===== src/hdl/urpd_pkg.sv =====
// ----------------------------------------------------------------------------
// urpd_pkg: shared types and constants of the ultrasonic presence detector
// Phase codes, register indexes, field widths and the result word layout.
// ----------------------------------------------------------------------------
`default_nettype none

package urpd_pkg;

    // configuration port
    localparam int CFG_IDX_W  = 2;
    localparam int CFG_DATA_W = 20;

    localparam logic [CFG_IDX_W-1:0] REG_ENABLE    = 2'd0;
    localparam logic [CFG_IDX_W-1:0] REG_THRESHOLD = 2'd1;
    localparam logic [CFG_IDX_W-1:0] REG_PERIOD    = 2'd2;

    localparam int THRESH_W = 10;
    localparam int PERIOD_W = 20;
    localparam int PHCNT_W  = 16;
    localparam int DIST_W   = 10;

    localparam logic [THRESH_W-1:0] THRESH_RESET = 10'd30;
    localparam logic [PERIOD_W-1:0] PERIOD_RESET = 20'd100000;

    // trigger pulse shape in ticks
    localparam logic [PHCNT_W-1:0] TRIG_LOW_TICKS  = 16'd2;
    localparam logic [PHCNT_W-1:0] TRIG_HIGH_TICKS = 16'd10;
    localparam logic [DIST_W-1:0]  DIST_MAX        = 10'd1023;

    // measurement phases
    localparam logic [2:0] PH_IDLE  = 3'd0;
    localparam logic [2:0] PH_TLOW  = 3'd1;
    localparam logic [2:0] PH_THIGH = 3'd2;
    localparam logic [2:0] PH_WAIT  = 3'd3;
    localparam logic [2:0] PH_MEAS  = 3'd4;

    // one result word
    typedef struct packed {
        logic trigger_level;
        logic report_valid;
        logic report_present;
    } t_result;

endpackage

`default_nettype wire


===== src/hdl/urpd_in_if.sv =====
// ----------------------------------------------------------------------------
// urpd_in_if: tick channel into the detector
// Valid/ready channel carrying the sampled echo level of one tick.
// ----------------------------------------------------------------------------
`default_nettype none

interface urpd_in_if;
    logic valid;
    logic ready;
    logic echo_level;

    modport source (output valid, output echo_level, input ready);
    modport sink   (input valid, input echo_level, output ready);
endinterface

`default_nettype wire


===== src/hdl/urpd_out_if.sv =====
// ----------------------------------------------------------------------------
// urpd_out_if: result channel out of the detector
// Valid/ready channel carrying trigger level and presence report per tick.
// ----------------------------------------------------------------------------
`default_nettype none

interface urpd_out_if;
    logic valid;
    logic ready;
    logic trigger_level;
    logic report_valid;
    logic report_present;

    modport source (output valid, output trigger_level, output report_valid,
                    output report_present, input ready);
    modport sink   (input valid, input trigger_level, input report_valid,
                    input report_present, output ready);
endinterface

`default_nettype wire


===== src/hdl/ultrasonic_range_presence_detector_unit.sv =====
// ----------------------------------------------------------------------------
// ultrasonic_range_presence_detector_unit: echo-ranging presence detector
//
// s_in carries one word per 1 us tick: the sampled echo pin level. For every
// accepted tick exactly one word leaves on m_out: the trigger pin level for
// that tick plus an optional presence report (report_valid/report_present).
// Registers (i_cfg_we/i_cfg_idx/i_cfg_data): 0 enable, 1 threshold_cm,
// 2 period_us; write them while no tick is in flight.
// Result path: the word of an accepted tick is registered in the output buffer and leaves on m_out from there.
// Throughput: one tick per cycle while s_in.ready is high; the sequencer update for a tick is a single
// pass of logic between the state registers and the result register.
// Stall: results queue in a two-word output buffer; s_in.ready drops only
// when both words are held, and returns once m_out drains.
// Reset: enable 0, threshold 30 cm, period 100000 us, sequencer idle, output
// buffer empty. While disabled each tick yields trigger 0 and no report.
// ----------------------------------------------------------------------------
`default_nettype none

module ultrasonic_range_presence_detector_unit
    import urpd_pkg::*;
#(
    parameter int ECHO_WAIT_LIMIT_US  = 30000,
    parameter int ECHO_WIDTH_LIMIT_US = 38000,
    parameter int US_PER_CM           = 58
) (
    input  wire logic                  i_clk,
    input  wire logic                  i_rst_n,
    input  wire logic                  i_cfg_we,
    input  wire logic [CFG_IDX_W-1:0]  i_cfg_idx,
    input  wire logic [CFG_DATA_W-1:0] i_cfg_data,
    urpd_in_if.sink                    s_in,
    urpd_out_if.source                 m_out
);

    t_result w_result;
    t_result w_out;
    logic    w_accept;

    assign w_accept = s_in.valid && s_in.ready;

    urpd_core #(
        .ECHO_WAIT_LIMIT_US  (ECHO_WAIT_LIMIT_US),
        .ECHO_WIDTH_LIMIT_US (ECHO_WIDTH_LIMIT_US),
        .US_PER_CM           (US_PER_CM)
    ) u_core (
        .i_clk        (i_clk),
        .i_rst_n      (i_rst_n),
        .i_cfg_we     (i_cfg_we),
        .i_cfg_idx    (i_cfg_idx),
        .i_cfg_data   (i_cfg_data),
        .i_accept     (w_accept),
        .i_echo_level (s_in.echo_level),
        .o_result     (w_result)
    );

    urpd_out_reg u_out (
        .i_clk   (i_clk),
        .i_rst_n (i_rst_n),
        .i_valid (s_in.valid),
        .i_data  (w_result),
        .o_ready (s_in.ready),
        .o_valid (m_out.valid),
        .o_data  (w_out),
        .i_ready (m_out.ready)
    );

    assign m_out.trigger_level  = w_out.trigger_level;
    assign m_out.report_valid   = w_out.report_valid;
    assign m_out.report_present = w_out.report_present;

    // a full buffer always has a word on the output
    a_full_has_out: assert property (@(posedge i_clk) disable iff (!i_rst_n)
        !s_in.ready |-> m_out.valid)
        else $error("input stalled with empty output register");

    // present is only ever reported inside a report
    a_present_valid: assert property (@(posedge i_clk) disable iff (!i_rst_n)
        m_out.valid && m_out.report_present |-> m_out.report_valid)
        else $error("report_present without report_valid");

    // after a disable write the sequencer is quiet
    a_disable_quiet: assert property (@(posedge i_clk) disable iff (!i_rst_n)
        i_cfg_we && i_cfg_idx == REG_ENABLE && !i_cfg_data[0]
        |=> !w_result.trigger_level && !w_result.report_valid)
        else $error("activity after disable");

    // no trigger or report out of reset
    a_reset_quiet: assert property (@(posedge i_clk)
        !i_rst_n |=> !w_result.trigger_level && !w_result.report_valid)
        else $error("activity right after reset");

endmodule

`default_nettype wire


===== src/hdl/urpd_core.sv =====
// ----------------------------------------------------------------------------
// urpd_core: configuration registers, run sequencer and ranging counters
// Computes one result per accepted tick from the state registers and the
// echo sample, and updates the state on acceptance.
// ----------------------------------------------------------------------------
`default_nettype none

module urpd_core
    import urpd_pkg::*;
#(
    parameter int ECHO_WAIT_LIMIT_US  = 30000,
    parameter int ECHO_WIDTH_LIMIT_US = 38000,
    parameter int US_PER_CM           = 58
) (
    input  wire logic                  i_clk,
    input  wire logic                  i_rst_n,
    input  wire logic                  i_cfg_we,
    input  wire logic [CFG_IDX_W-1:0]  i_cfg_idx,
    input  wire logic [CFG_DATA_W-1:0] i_cfg_data,
    input  wire logic                  i_accept,
    input  wire logic                  i_echo_level,
    output t_result                    o_result
);

    localparam int PRE_W = $clog2(US_PER_CM + 1);
    localparam logic [PRE_W-1:0]   CM_DIV    = PRE_W'(US_PER_CM);
    localparam logic [PHCNT_W-1:0] WAIT_LIM  = PHCNT_W'(ECHO_WAIT_LIMIT_US);
    localparam logic [PHCNT_W-1:0] WIDTH_LIM = PHCNT_W'(ECHO_WIDTH_LIMIT_US);

    // configuration registers
    logic                r_enable;
    logic [THRESH_W-1:0] r_threshold;
    logic [PERIOD_W-1:0] r_period;

    // run state
    logic [2:0]          r_phase,        n_phase;
    logic [PHCNT_W-1:0]  r_phase_count,  n_phase_count;
    logic [PERIOD_W-1:0] r_period_count, n_period_count;
    logic                r_run_pending,  n_run_pending;
    logic [PRE_W-1:0]    r_cm_prescale,  n_cm_prescale;
    logic [DIST_W-1:0]   r_distance,     n_distance;
    logic                r_last_present, n_last_present;
    t_result             n_result;

    // one tick of the sequencer
    always_comb begin
        logic [PERIOD_W:0] nxt;
        logic              do_count;
        logic [PRE_W-1:0]  pre_inc;
        logic              det;

        n_phase        = r_phase;
        n_phase_count  = r_phase_count;
        n_period_count = r_period_count;
        n_run_pending  = r_run_pending;
        n_cm_prescale  = r_cm_prescale;
        n_distance     = r_distance;
        n_last_present = r_last_present;
        n_result       = '0;
        do_count       = 1'b0;
        pre_inc        = '0;
        det            = 1'b0;
        nxt            = {1'b0, r_period_count} + 1'b1;

        if (r_enable) begin
            // period timer
            n_period_count = (nxt >= {1'b0, r_period}) ? '0 : nxt[PERIOD_W-1:0];
            if (r_period_count == '0) begin
                if (r_phase == PH_IDLE) begin
                    n_phase       = PH_TLOW;
                    n_phase_count = '0;
                end else begin
                    n_run_pending = 1'b1;
                end
            end

            case (n_phase)
                PH_TLOW: begin
                    n_phase_count = n_phase_count + 1'b1;
                    if (n_phase_count >= TRIG_LOW_TICKS) begin
                        n_phase       = PH_THIGH;
                        n_phase_count = '0;
                    end
                end
                PH_THIGH: begin
                    n_result.trigger_level = 1'b1;
                    n_phase_count = n_phase_count + 1'b1;
                    if (n_phase_count >= TRIG_HIGH_TICKS) begin
                        n_phase       = PH_WAIT;
                        n_phase_count = '0;
                    end
                end
                PH_WAIT: begin
                    if (i_echo_level) begin
                        n_phase       = PH_MEAS;
                        n_phase_count = '0;
                        n_cm_prescale = '0;
                        n_distance    = '0;
                        do_count      = 1'b1;
                    end else begin
                        n_phase_count = n_phase_count + 1'b1;
                        // echo timeout
                        if (n_phase_count >= WAIT_LIM) begin
                            n_result.report_valid = r_last_present;
                            n_last_present = 1'b0;
                            n_phase        = n_run_pending ? PH_TLOW : PH_IDLE;
                            n_run_pending  = 1'b0;
                            n_phase_count  = '0;
                        end
                    end
                end
                PH_MEAS: begin
                    do_count = i_echo_level;
                end
                default: begin
                    n_phase = PH_IDLE;
                end
            endcase

            // high tick: width counter and cm prescaler
            if (do_count) begin
                n_phase_count = n_phase_count + 1'b1;
                pre_inc       = n_cm_prescale + 1'b1;
                if (pre_inc >= CM_DIV) begin
                    n_cm_prescale = '0;
                    if (n_distance < DIST_MAX) begin
                        n_distance = n_distance + 1'b1;
                    end
                end else begin
                    n_cm_prescale = pre_inc;
                end
            end

            // end of echo or width cap: classify the run
            if (n_phase == PH_MEAS && (!i_echo_level || n_phase_count >= WIDTH_LIM)) begin
                det = (n_distance != '0) && (n_distance <= r_threshold);
                n_result.report_valid   = det | n_last_present;
                n_result.report_present = det;
                n_last_present = det;
                n_cm_prescale  = '0;
                n_distance     = '0;
                n_phase        = n_run_pending ? PH_TLOW : PH_IDLE;
                n_run_pending  = 1'b0;
                n_phase_count  = '0;
            end
        end
    end

    assign o_result = n_result;

    // configuration writes and state update
    always_ff @(posedge i_clk) begin
        if (!i_rst_n) begin
            r_enable       <= 1'b0;
            r_threshold    <= THRESH_RESET;
            r_period       <= PERIOD_RESET;
            r_phase        <= PH_IDLE;
            r_phase_count  <= '0;
            r_period_count <= '0;
            r_run_pending  <= 1'b0;
            r_cm_prescale  <= '0;
            r_distance     <= '0;
            r_last_present <= 1'b0;
        end else if (i_cfg_we) begin
            case (i_cfg_idx)
                REG_ENABLE: begin
                    r_enable <= i_cfg_data[0];
                    if (!i_cfg_data[0]) begin
                        r_phase        <= PH_IDLE;
                        r_phase_count  <= '0;
                        r_period_count <= '0;
                        r_run_pending  <= 1'b0;
                        r_cm_prescale  <= '0;
                        r_distance     <= '0;
                        r_last_present <= 1'b0;
                    end else if (!r_enable) begin
                        r_period_count <= '0;
                    end
                end
                REG_THRESHOLD: r_threshold <= i_cfg_data[THRESH_W-1:0];
                REG_PERIOD:    r_period    <= i_cfg_data[PERIOD_W-1:0];
                default: ;
            endcase
        end else if (i_accept) begin
            r_phase        <= n_phase;
            r_phase_count  <= n_phase_count;
            r_period_count <= n_period_count;
            r_run_pending  <= n_run_pending;
            r_cm_prescale  <= n_cm_prescale;
            r_distance     <= n_distance;
            r_last_present <= n_last_present;
        end
    end

endmodule

`default_nettype wire


===== src/hdl/urpd_out_reg.sv =====
// ----------------------------------------------------------------------------
// urpd_out_reg: result register with skid stage
// Two-entry output buffer; ready toward the core stays high until both
// entries hold a word, so a stalled receiver never drops a result.
// ----------------------------------------------------------------------------
`default_nettype none

module urpd_out_reg
    import urpd_pkg::*;
(
    input  wire logic    i_clk,
    input  wire logic    i_rst_n,
    input  wire logic    i_valid,
    input  wire t_result i_data,
    output logic         o_ready,
    output logic         o_valid,
    output t_result      o_data,
    input  wire logic    i_ready
);

    logic    r_main_v;
    logic    r_skid_v;
    t_result r_main;
    t_result r_skid;
    logic    push;
    logic    pop;

    assign o_ready = !r_skid_v;
    assign o_valid = r_main_v;
    assign o_data  = r_main;
    assign push    = i_valid && !r_skid_v;
    assign pop     = r_main_v && i_ready;

    // control
    always_ff @(posedge i_clk) begin
        if (!i_rst_n) begin
            r_main_v <= 1'b0;
            r_skid_v <= 1'b0;
        end else if (!r_main_v || pop) begin
            r_main_v <= r_skid_v || push;
            r_skid_v <= 1'b0;
        end else if (push) begin
            r_skid_v <= 1'b1;
        end
    end

    // payload
    always_ff @(posedge i_clk) begin
        if (!r_main_v || pop) begin
            if (r_skid_v) begin
                r_main <= r_skid;
            end else if (push) begin
                r_main <= i_data;
            end
        end else if (push) begin
            r_skid <= i_data;
        end
    end

endmodule

`default_nettype wire


===== src/flat_wrapper.sv =====
// flat-port wrapper written by rule: the top's interface ports become plain ports
module ultrasonic_range_presence_detector_unit_flat import urpd_pkg::*;
#(
    parameter int ECHO_WAIT_LIMIT_US  = 30000,
    parameter int ECHO_WIDTH_LIMIT_US = 38000,
    parameter int US_PER_CM           = 58
)
  (i_clk, i_rst_n, i_cfg_we, i_cfg_idx, i_cfg_data, s_in_valid, s_in_echo_level, s_in_ready, m_out_valid, m_out_trigger_level, m_out_report_valid, m_out_report_present, m_out_ready);
  urpd_in_if s_in_i ();
  urpd_out_if m_out_i ();
  input  wire logic i_clk;
  input  wire logic i_rst_n;
  input  wire logic i_cfg_we;
  input  wire logic [CFG_IDX_W-1:0] i_cfg_idx;
  input  wire logic [CFG_DATA_W-1:0] i_cfg_data;
  input wire logic [$bits(s_in_i.valid)-1:0] s_in_valid;
  input wire logic [$bits(s_in_i.echo_level)-1:0] s_in_echo_level;
  output wire logic [$bits(s_in_i.ready)-1:0] s_in_ready;
  output wire logic [$bits(m_out_i.valid)-1:0] m_out_valid;
  output wire logic [$bits(m_out_i.trigger_level)-1:0] m_out_trigger_level;
  output wire logic [$bits(m_out_i.report_valid)-1:0] m_out_report_valid;
  output wire logic [$bits(m_out_i.report_present)-1:0] m_out_report_present;
  input wire logic [$bits(m_out_i.ready)-1:0] m_out_ready;
  assign s_in_i.valid = s_in_valid;
  assign s_in_i.echo_level = s_in_echo_level;
  assign s_in_ready = s_in_i.ready;
  assign m_out_valid = m_out_i.valid;
  assign m_out_trigger_level = m_out_i.trigger_level;
  assign m_out_report_valid = m_out_i.report_valid;
  assign m_out_report_present = m_out_i.report_present;
  assign m_out_i.ready = m_out_ready;
  ultrasonic_range_presence_detector_unit #(.ECHO_WAIT_LIMIT_US(ECHO_WAIT_LIMIT_US), .ECHO_WIDTH_LIMIT_US(ECHO_WIDTH_LIMIT_US), .US_PER_CM(US_PER_CM)) u_core (.i_clk(i_clk), .i_rst_n(i_rst_n), .i_cfg_we(i_cfg_we), .i_cfg_idx(i_cfg_idx), .i_cfg_data(i_cfg_data), .s_in(s_in_i), .m_out(m_out_i));
endmodule

===== config.mk =====
export PLATFORM = sky130hd
export DESIGN_NAME = ultrasonic_range_presence_detector_unit_flat
export DESIGN_NICKNAME = d
export VERILOG_FILES = /design/src/hdl/urpd_pkg.sv /design/src/hdl/urpd_in_if.sv /design/src/hdl/urpd_out_if.sv /design/src/hdl/ultrasonic_range_presence_detector_unit.sv /design/src/hdl/urpd_core.sv /design/src/hdl/urpd_out_reg.sv /design/src/flat_wrapper.sv
export SDC_FILE = /design/constraint.sdc
export NUM_CORES = 1
export LEC_CHECK = 0
export BUFFER_PORTS_ARGS = -buffer_cell sky130_fd_sc_hd__buf_2
export CAP_MARGIN = 40
export CORE_ASPECT_RATIO = 1.25
export CORE_MARGIN = 2
export CORE_UTILIZATION = 55
export CTS_CLUSTER_DIAMETER = 30
export DETAILED_ROUTE_END_ITERATION = 16
export PLACE_DENSITY = 0.72
export SYNTH_ARGS = -nofsm -noshare
export SYNTH_HDL_FRONTEND = slang
export SYNTH_SLANG_ARGS = --single-unit

===== constraint.sdc =====
create_clock -name i_clk -period 16.6 [get_ports i_clk]
set_input_delay 3.32 -clock i_clk [delete_from_list [all_inputs] [get_ports i_clk]]
set_output_delay 3.32 -clock i_clk [all_outputs]
set_load 0.01 [all_outputs]

## Word level (Yosys, flattened, before mapping)

Cells that the tools add are included.

- Add/sub/neg operators: 5
- Magnitude comparators: 8
- Equal/unequal tests: 10
- Multiplexer cells: 97
- Bitwise gates (word level): 3
- Reduce and logical (&&, ||, !) cells: 25

Operator list:

| operator | number |
|---|---|
| $mux 16 | 16 |
| $mux 20 | 7 |
| $mux 10 | 13 |
| $mux 6 | 11 |
| $mux 3 | 17 |
| $pmux 16 s3 | 1 |
| $add 16x1->16 const B | 2 |
| $mux 1 | 29 |
| $add 20x1->21 const B | 1 |
| $ge 21x20->1 | 1 |
| $logic_not 20->1 | 1 |
| $ge 16x15->1 const B | 1 |
| $ge 16x16->1 const B | 1 |
| $ge 16x2->1 const B | 1 |
| $ge 16x4->1 const B | 1 |
| $pmux 3 s4 | 1 |
| $add 10x1->10 const B | 1 |
| $le 10x10->1 | 1 |
| $lt 10x10->1 const B | 1 |
| $reduce_and 2->1 | 5 |
| $reduce_bool 10->1 | 1 |
| $reduce_and 4->1 | 2 |
| $add 6x1->6 const B | 1 |
| $eq 3x2->1 const B | 2 |
| 19 further kinds | 30 |

- Flip-flop bits (word level): 96
- Output and inout bits: 5

## Logic depth before layout (Yosys ltp)

Gate-level depths: netlist (run 1).

- Depth after elaboration: 20
- Mapped depth: 31
- Mapped depth without buffers: 26

## Modules after synthesis

A second synthesis (run 1) with hierarchy kept.

- Cells, all modules: 933
- Area total of the unflattened synthesis: 7,118.1 um2

Modules (own cells, without submodules):

| module | times used | cells an instance | area each (um2) | sequential area each (um2) |
|---|---|---|---|---|
| urpd_core | 1 | 913 | 6,776.5 | 1,761.7 |
| urpd_out_reg | 1 | 19 | 335.3 | 220.2 |
| ultrasonic_range_presence_detector_unit | 1 | 1 | 6.3 | 0.0 |

## Least setup slack after synthesis (run 1)

OpenSTA, ideal clock, no wires.

- Path type: input to register
- Start: input s_in_echo_level
- End: register u_core.u_out.r_main (netlist bit u_core.u_out.o_data[0]) (data pin)
- Arrival: 8,190 ps
- Required time: 16,471 ps
- Setup slack: 8,281 ps
- Stages on the path: 25
- Path through: clkbuf_1 nand4b_1 clkbuf_1 and2_1 ha_1 nand3_1 xor2_1 nor3_1 o31ai_1 nor3_1 mux2_2 ha_1 nor2b_1 o21a_1 o21a_1 o21a_1 o21a_1 o21a_1 o21a_1 o211ai_1 a21o_1 o41ai_1 a31oi_1 and2_1 mux2_2

RTL lines:

| element | RTL line | text |
|---|---|---|
| from (decl) | flat_wrapper.sv:17 | `input wire logic [$bits(s_in_i.echo_level)-1:0] s_in_echo_level;` |
| to (signal assigned) | urpd_out_reg.sv:51 | `r_main <= r_skid;` |
| to (signal assigned) | urpd_out_reg.sv:53 | `r_main <= i_data;` |
| to (decl) | urpd_out_reg.sv:23 | `t_result r_main;` |

==> results by group, run 1 <==
Yosys
  – Fraction of the mapped netlist area in simple logic gates: 28.2%
  – Compound-Gate Fraction of Synth Area: between 20% and 30%
  – Synth top area share: around 25%
  – Syn. warnings: 0
  – Largest family of logic cells by synthesized area: simple AND/OR/NAND/NOR gates
  – Adder-Cell Fraction of Synth Area: between 6 and 7%
  – Yosys cell types: 83
  – Largest area contributor in the netlist: dfxtp_1
  – XOR/XNOR Fraction of Synth Area: under 10%
  – Synth Cell Area: around 7300 sq um
  – Sequential element share of the synthesized area: approximately 27%
  – Synth top area cells: dfxtp_1, ha_1, nand2_1, nor2_1, a21oi_1
  – Syn Area/Cell: roughly 7.6 sq um
  – Flops & latches, synth: 96
  – Post-synthesis mux area share: under 10%
  – Post-Synthesis Cells: roughly 970
  – Net Count, Synth: around 1.0k
  – Post-synth EDFFs: 6
  – FFs w/ async S/R, synth: 0%
  – Synth Flop Type: dfxtp_1

STA
  – Worst Skew: about 10 ps
  – Max-slew headroom: a little over two fifths
  – Final min period: 8880 ps
  – Final Cycle Share: between 50 and 60%
  – Fin. Hold Viols: 0
  – Final Hold Slack: 454 ps
  – RSZ-0062 raised after global routing: no
  – Sum Neg Setup Slack: 0 ps
  – Final Max Tran Viols: 0
  – Max Freq: 0.113 GHz
  – Setup violations, final: 0
  – Slew @ Worst Pin: around 870 ps

Floorplanning
  – Core area: 13200 sq um
  – Die X: around 110 um
  – Full die area: around 14000 sq um
  – Cell Rows: 47
  – Number of top-level pins: 33
  – Initial Util: a little under three fifths
  – Die H: ~130 um

Worst setup path
  – Worst reg2reg path endpoint: u_core.u_core.r_phase_count[9]$_SDFFE_PN0P_
  – CP Buf/Inv Count: 1
  – FF-to-FF setup slack: around 9000 ps
  – Stages on worst setup path: 24
  – Crit-path leading delay family: simple AND/OR/NAND/NOR gates
  – Worst-path cell chain: buf_2 > nand4b_1 > and2_1 > ha_1 > nand3_1 > xor2_1 > nor3_1 > o31ai_1 > nor3_1 > mux2_2 > ha_1 > nor2b_1 > o21a_1 > o21a_1 > o21a_1 > o21a_1 > o21a_1 > o21a_1 > o211ai_1 > a21o_1 > o41ai_1 > a31oi_1 > and2_1 > mux2_2
  – Crit-path max FO: 19
  – Critical-path top delay cell: nor3_1
  – Endpoint kind of the worst setup timing path: flip-flop
  – Worst Setup Start Kind: input port
  – Crit path arrival time: between 9000 and 10000 ps
  – Slowest stage delay, CP: ~690 ps
  – Worst setup path category: in2reg
  – CP most frequent cell: o21a_1
  – Worst Setup SP: s_in_echo_level
  – Worst setup path end: u_core.u_out.o_data[0]$_DFFE_PP_
  – Critical R2R Launch: u_core.u_core.r_period_count[0]$_SDFFE_PN0P_
  – Crit path required time: around 17000 ps
  – R2r worst-path depth: 26

Drt
  – Initial DRT Pass Iterations: 5
  – Total number of vias: about 7.1k
  – Via density per instance: 6.29
  – Final ANT Viol Nets: 0
  – # DRC: 0
  – Post-DR wirelength/cell: 17.3 um
  – Final WL: between 15000 and 20000 um
  – DR iter-0 viols: between 500 and 600

Place
  – I/O Buffers: 32
  – GP Congestion: 0.922
  – Final HPWL DP: between 10000 and 15000 um

Global route
  – Overall global routing resource usage: between 20% and 30%
  – Global route overflow: 0
  – Vias in the first global route: ~6.5k
  – Antenna violations before repair: 0
  – Largest net degree at the start of global routing: between 60 and 70
  – First-pass GRT wire length: ~32000 um

Power and ir drop
  – Power Density: 62.2 nW/um^2
  – Pleak: between 3 and 4 nW
  – VDD IR max: 0.0462 mV

Finish
  – Area delta synth->final: 5.95%
  – Finished Core Util: about three fifths
  – Layout cells sized above 1: approximately 10%
  – # diodes: 0
  – Final Net Count: 1015

Clocking
  – Total CTS buffers: 9
  – Maximum clock path buffer count: 2
  – CTS tree: yes
  – Worst skew pair latency: between 300 and 400 ps
  – Setup Buffers After CTS: 0
  – CTS clk-pin slew, worst paths: about 70 ps
  – Root Driver: clkbuf_16
  – Hold-fix buffers, CTS: 0
  – CTS resizes: 0
  – Clk sink count: between 90 and 100
  – Htree depth: 3

Status
  – Status: finished, final reports clean

Job
  – Max Cap Viol: 0

Worst hold path
  – Hold Path Class: reg2reg
  – Hold path startpoint: u_core.u_core.r_threshold[7]$_SDFFE_PN0P_
[placed cells by master, fill, tap and decap left out, drive strengths merged, types with 4 or more instances in the layout]
cell type  netlist  final
o211ai          15     15
and2            16     16
nand4           17     17
o31a             8      8
mux2             6      6
nor2b            9      9
nand3           35     35
a31oi           16     16
a32oi            6      6
o21ai           43     43
nor4            16     16
nand2          121    121
ha              38     38
clkinv           0      4
a211oi           9      9
o21a            17     17
or2              8      8
a21o            26     26
a22o             5      5
nor3            27     27
a21oi           55     55
xor2            25     25
dfxtp           90     90
or3              9      9
o22ai            5      5
nor2            80     80
a22oi           22     22
o31ai            5      5
and3            19     19
clkbuf          50     10
edfxtp           6      6
and4             5      5
nand2b          13     13
mux2i            4      4
buf             14     37
inv             47     47
a31o             5      5
xnor2           19     19
nor3b           12     12
[cell type report]
type	instances	area, sq um
sequential	96	1980
multi-input combinational	758	4900
clock buffer	10	239
fill	1308	5390
inverter	47	176
tap	171	214
timing repair buffer	37	198
clock inverter	6	68.8
[tightest hold or removal path, stage by stage, from the launching register on]
cell     delay (ps)
dfxtp_1         310
nand2_1          50
a21oi_1          50
[stage by stage]
step / cells / setup slack, ps / area [sq um] / power, mW
final: 1125 / 7720 / 7780 / 0.484
after global routing: 1125 / 7210 / 7780 / 0.501
after CTS: 1125 / 7790 / 7780 / 0.488
after detailed placement: 1109 / 7460 / 7470 / 0.274
after global placement: 1109 / 7610 / 7470 / 0.274
after floorplan: 965 / 8280 / 7340 / 0.263
[power breakdown]
part           switching [mW]  internal [mW]
Sequential            0.00191          0.236
Combinational          0.0207         0.0104
Clock                  0.0932          0.122
[worst min path at each step]
stage	endpoint	slack (ps)	cells past startpoint
finish	u_core.u_core.r_threshold[7]$_SDFFE_PN0P_	450	2
global route	u_core.u_core.r_period[14]$_SDFFE_PN0P_	470	2
CTS	u_core.u_core.r_threshold[7]$_SDFFE_PN0P_	460	2
detailed placement	u_core.u_core.r_threshold[7]$_SDFFE_PN0P_	450	2
global placement	u_core.u_core.r_threshold[8]$_SDFFE_PN0P_	440	2
floorplan	u_core.u_core.r_period[11]$_SDFFE_PN0P_	440	2
[cell families after synthesis]
kind of cell | Yosys count
compound gates | 267
xor+xnor | 44
fa+ha+maj | 38
buf+inv | 111
flops | 96
mux | 10
simple gates | 399
[synth_stat cells (all sizes together) (9+ instances only)]
cell type and n:
nand2 121, dfxtp 90, nor2 80, a21oi 55, clkbuf 50, inv 47, o21ai 43, ha 38
nand3 35, nor3 27, a21o 26, xor2 25, a22oi 22, and3 19, xnor2 19, nand4 17
o21a 17, a31oi 16, and2 16, nor4 16, o211ai 15, buf 14, nand2b 13, nor3b 12
a211oi 9, nor2b 9, or3 9
[layer usage]
layer / GRT usage, % / routed length (um) / up-vias
met3: 2.89 / 809 / 46
li1: - / - / 3460
met5: 0 / 0 / -
met4: 11.0 / 579 / 0
met1: 32.3 / 8100 / 3346
met2: 49.7 / 10000 / 227
[flip-flops by register name (all words and copies together), names as in the netlist]
signal and cells:
u_core.u_out.r_skid_v 1, u_core.u_out.o_valid 1, u_core.u_core.r_enable 1, u_core.u_out.r_skid 3
u_core.u_core.r_distance 10, u_core.u_core.r_period 20, u_core.u_core.r_cm_prescale 6, u_core.u_core.r_phase 3
u_core.u_core.r_phase_count 16, u_core.u_core.r_run_pending 1, u_core.u_core.r_last_present 1, u_core.u_out.o_data 3
u_core.u_core.r_period_count 20, u_core.u_core.r_threshold 10
(Power assumes the default switching activity.)
==> run 2, diff against run 1 <==
- PLACE_DENSITY: 0.72 -> 0.75
- clock period: 16.6 -> 7.5 ns (I/O delays scaled with it)
==> results by group, run 2 (synthesized netlist as in run 1, its figures left out) <==
Worst hold path
  – WHS Path Cells: 2
  – Hold path startpoint: u_core.u_core.r_period[14]$_SDFFE_PN0P_
  – Worst Hold Endpoint: u_core.u_core.r_period[14]$_SDFFE_PN0P_
  – Hold Path Class: reg2reg

Global route
  – Overall global routing resource usage: ~28%
  – First-pass GRT wire length: about 32000 um
  – Vias in the first global route: 6706
  – Global route overflow: 0
  – Antenna violations before repair: 0
  – Busiest grt layer: met2
  – GRT met3 Usage: 4.31%
  – Largest net degree at the start of global routing: 65
  – Met1 Use GR: between 30 and 40%
  – Met2 usage in global routing: ~48%

Power and ir drop
  – VDD IR max: between 0.1 and 0.15 mV
  – Power Density: about 140 nW/um^2
  – Pleak: roughly 3.2 nW

STA
  – Max-slew headroom: 38.7%
  – Sum Neg Setup Slack: 0 ps
  – Fin. Hold Viols: 0
  – Max Freq: roughly 0.14 GHz
  – RSZ-0062 raised after global routing: no
  – Setup violations, final: 0
  – Final min period: roughly 7000 ps
  – Worst Skew: ~8.4 ps
  – Slew @ Worst Pin: between 800 and 900 ps
  – Final Hold Slack: between 400 and 500 ps
  – Final Cycle Share: around 93%
  – Final Max Tran Viols: 0

Worst setup path
  – Endpoint kind of the worst setup timing path: flip-flop
  – Worst reg2reg path endpoint: u_core.u_core.r_cm_prescale[3]$_SDFFE_PN0P_
  – Crit path required time: 7790 ps
  – Crit-path max FO: 27
  – Critical R2R Launch: u_core.u_core.r_period_count[0]$_SDFFE_PN0P_
  – FF-to-FF setup slack: between 500 and 600 ps
  – Crit path arrival time: a little over 7000 ps
  – Worst Setup Start Kind: flip-flop
  – Worst setup path category: reg2reg
  – R2r worst-path depth: 26

Clocking
  – CTS clk-pin slew, worst paths: 70 ps
  – Htree depth: 3
  – Root Driver: clkbuf_16
  – Maximum clock path buffer count: 2
  – Setup Buffers After CTS: 0
  – Hold-fix buffers, CTS: 0
  – CTS tree: yes
  – Total CTS buffers: 9
  – Worst skew pair latency: about 340 ps
  – CTS resizes: 0
  – Clk sink count: 96

Finish
  – Most common cell after layout, fill and taps aside: nand2_1
  – Register area: just under 2000 sq um
  – Most frequent cells in the layout: nand2_1, dfxtp_1, nor2_1
  – Largest regs: u_core.u_core.r_period: 20 flops, u_core.u_core.r_period_count: 20 flops, u_core.u_core.r_phase_count: 16 flops
  – Final Net Count: roughly 1.0k
  – Layout cells sized above 1: about a tenth
  – Area delta synth->final: 6.53%
  – FILL cells: approximately 1.2k
  – # diodes: 0
  – Cell area after layout: approximately 7800 sq um
  – Multi-input gate area in the final layout: ~4900 sq um

Floorplanning
  – Full die area: between 10000 and 15000 sq um
  – Die X: 107 um
  – Initial Util: 55.7%
  – Number of top-level pins: 33
  – Cell Rows: 47
  – Core area: 13200 sq um
  – Die H: 133 um

Drt
  – DR iter-0 viols: between 600 and 700
  – Via density per instance: 6.29
  – Initial DRT Pass Iterations: 5
  – # DRC: 0
  – Total number of vias: approximately 7k
  – Final WL: a little under 20000 um
  – Final ANT Viol Nets: 0
  – Post-DR wirelength/cell: approximately 18 um

Status
  – Status: finished, final reports clean

Place
  – I/O Buffers: 32
  – Placed instance area: between 7000 and 8000 sq um
  – GP Congestion: approximately 0.96
  – Final HPWL DP: roughly 14000 um

Job
  – Max Cap Viol: 0
run 2: per-layer routing:
metal	vias up	part of all wire [%]
li1	3470	-
met1	3270	41
met2	290	49
met3	67	5.9
met4	0	4.2
met5	-	0
run 2: worst max path at each step:
| stage | start | end | slack [ps] |
|---|---|---|---|
| 3_5_place_dp | u_core.u_core.r_period_count[0]$_SDFFE_PN0P_ | u_core.u_core.r_cm_prescale[3]$_SDFFE_PN0P_ | 660 |
| 6_report | u_core.u_core.r_period_count[0]$_SDFFE_PN0P_ | u_core.u_core.r_cm_prescale[3]$_SDFFE_PN0P_ | 530 |
| 5_1_grt | u_core.u_core.r_period_count[0]$_SDFFE_PN0P_ | u_core.u_core.r_phase_count[15]$_SDFFE_PN0P_ | 120 |
| 4_1_cts | u_core.u_core.r_period_count[0]$_SDFFE_PN0P_ | u_core.u_core.r_cm_prescale[3]$_SDFFE_PN0P_ | 630 |
| 3_3_place_gp | u_core.u_core.r_period_count[0]$_SDFFE_PN0P_ | u_core.u_core.r_cm_prescale[3]$_SDFFE_PN0P_ | 840 |
| 2_1_floorplan | s_in_echo_level | u_core.u_out.o_data[0]$_DFFE_PP_ | 1000 |
run 2: cell type report:
cell class              instances  share of cell area, %
clock inverters                 7                   1.22
clock buffers                   9                   2.88
inverters                      47                   2.26
well taps                     171                   2.74
repair buffers                 41                   2.91
flip-flops and latches         96                   25.3
multi-input cells             758                   62.7
run 2: critical path: stages, from the launching register on:
cell and delay (ps):
dfxtp_1 440, inv_1 70, ha_1 190, nor4b_1 140, nand2_1 210, or3_1 320
and2_1 250, ha_1 510, nand3_1 320, or3_1 430, xnor2_1 160, or4_4 580
o21ai_1 240, a21o_1 230, nor2_1 60, a21oi_1 200, ha_1 200, and2_1 270
and3_1 260, nand2_1 80, xnor2_1 140, inv_1 80, o31a_1 300, o211a_2 280
nor2_4 590, a41o_1 260, a22o_1 110
run 2: power breakdown:
| group | switching [mW] | internal (mW) | total [mW] |
|---|---|---|---|
| Clock | 0.203 | 0.293 | 0.496 |
| Sequential | 0.00386 | 0.523 | 0.527 |
| Combinational | 0.0452 | 0.0230 | 0.0682 |
| Total | 0.252 | 0.839 | 1.09 |
run 2: metrics by stage:
stage	instances	total power [mW]	utilization, %	setup slack [ps]
floorplan	965	0.582	-	1000
global placement	1113	0.605	57.0	836
detailed placement	1113	0.606	57.0	656
CTS	1129	1.10	59.4	630
global route	1129	1.13	59.4	120
finish	1129	1.09	59.4	530
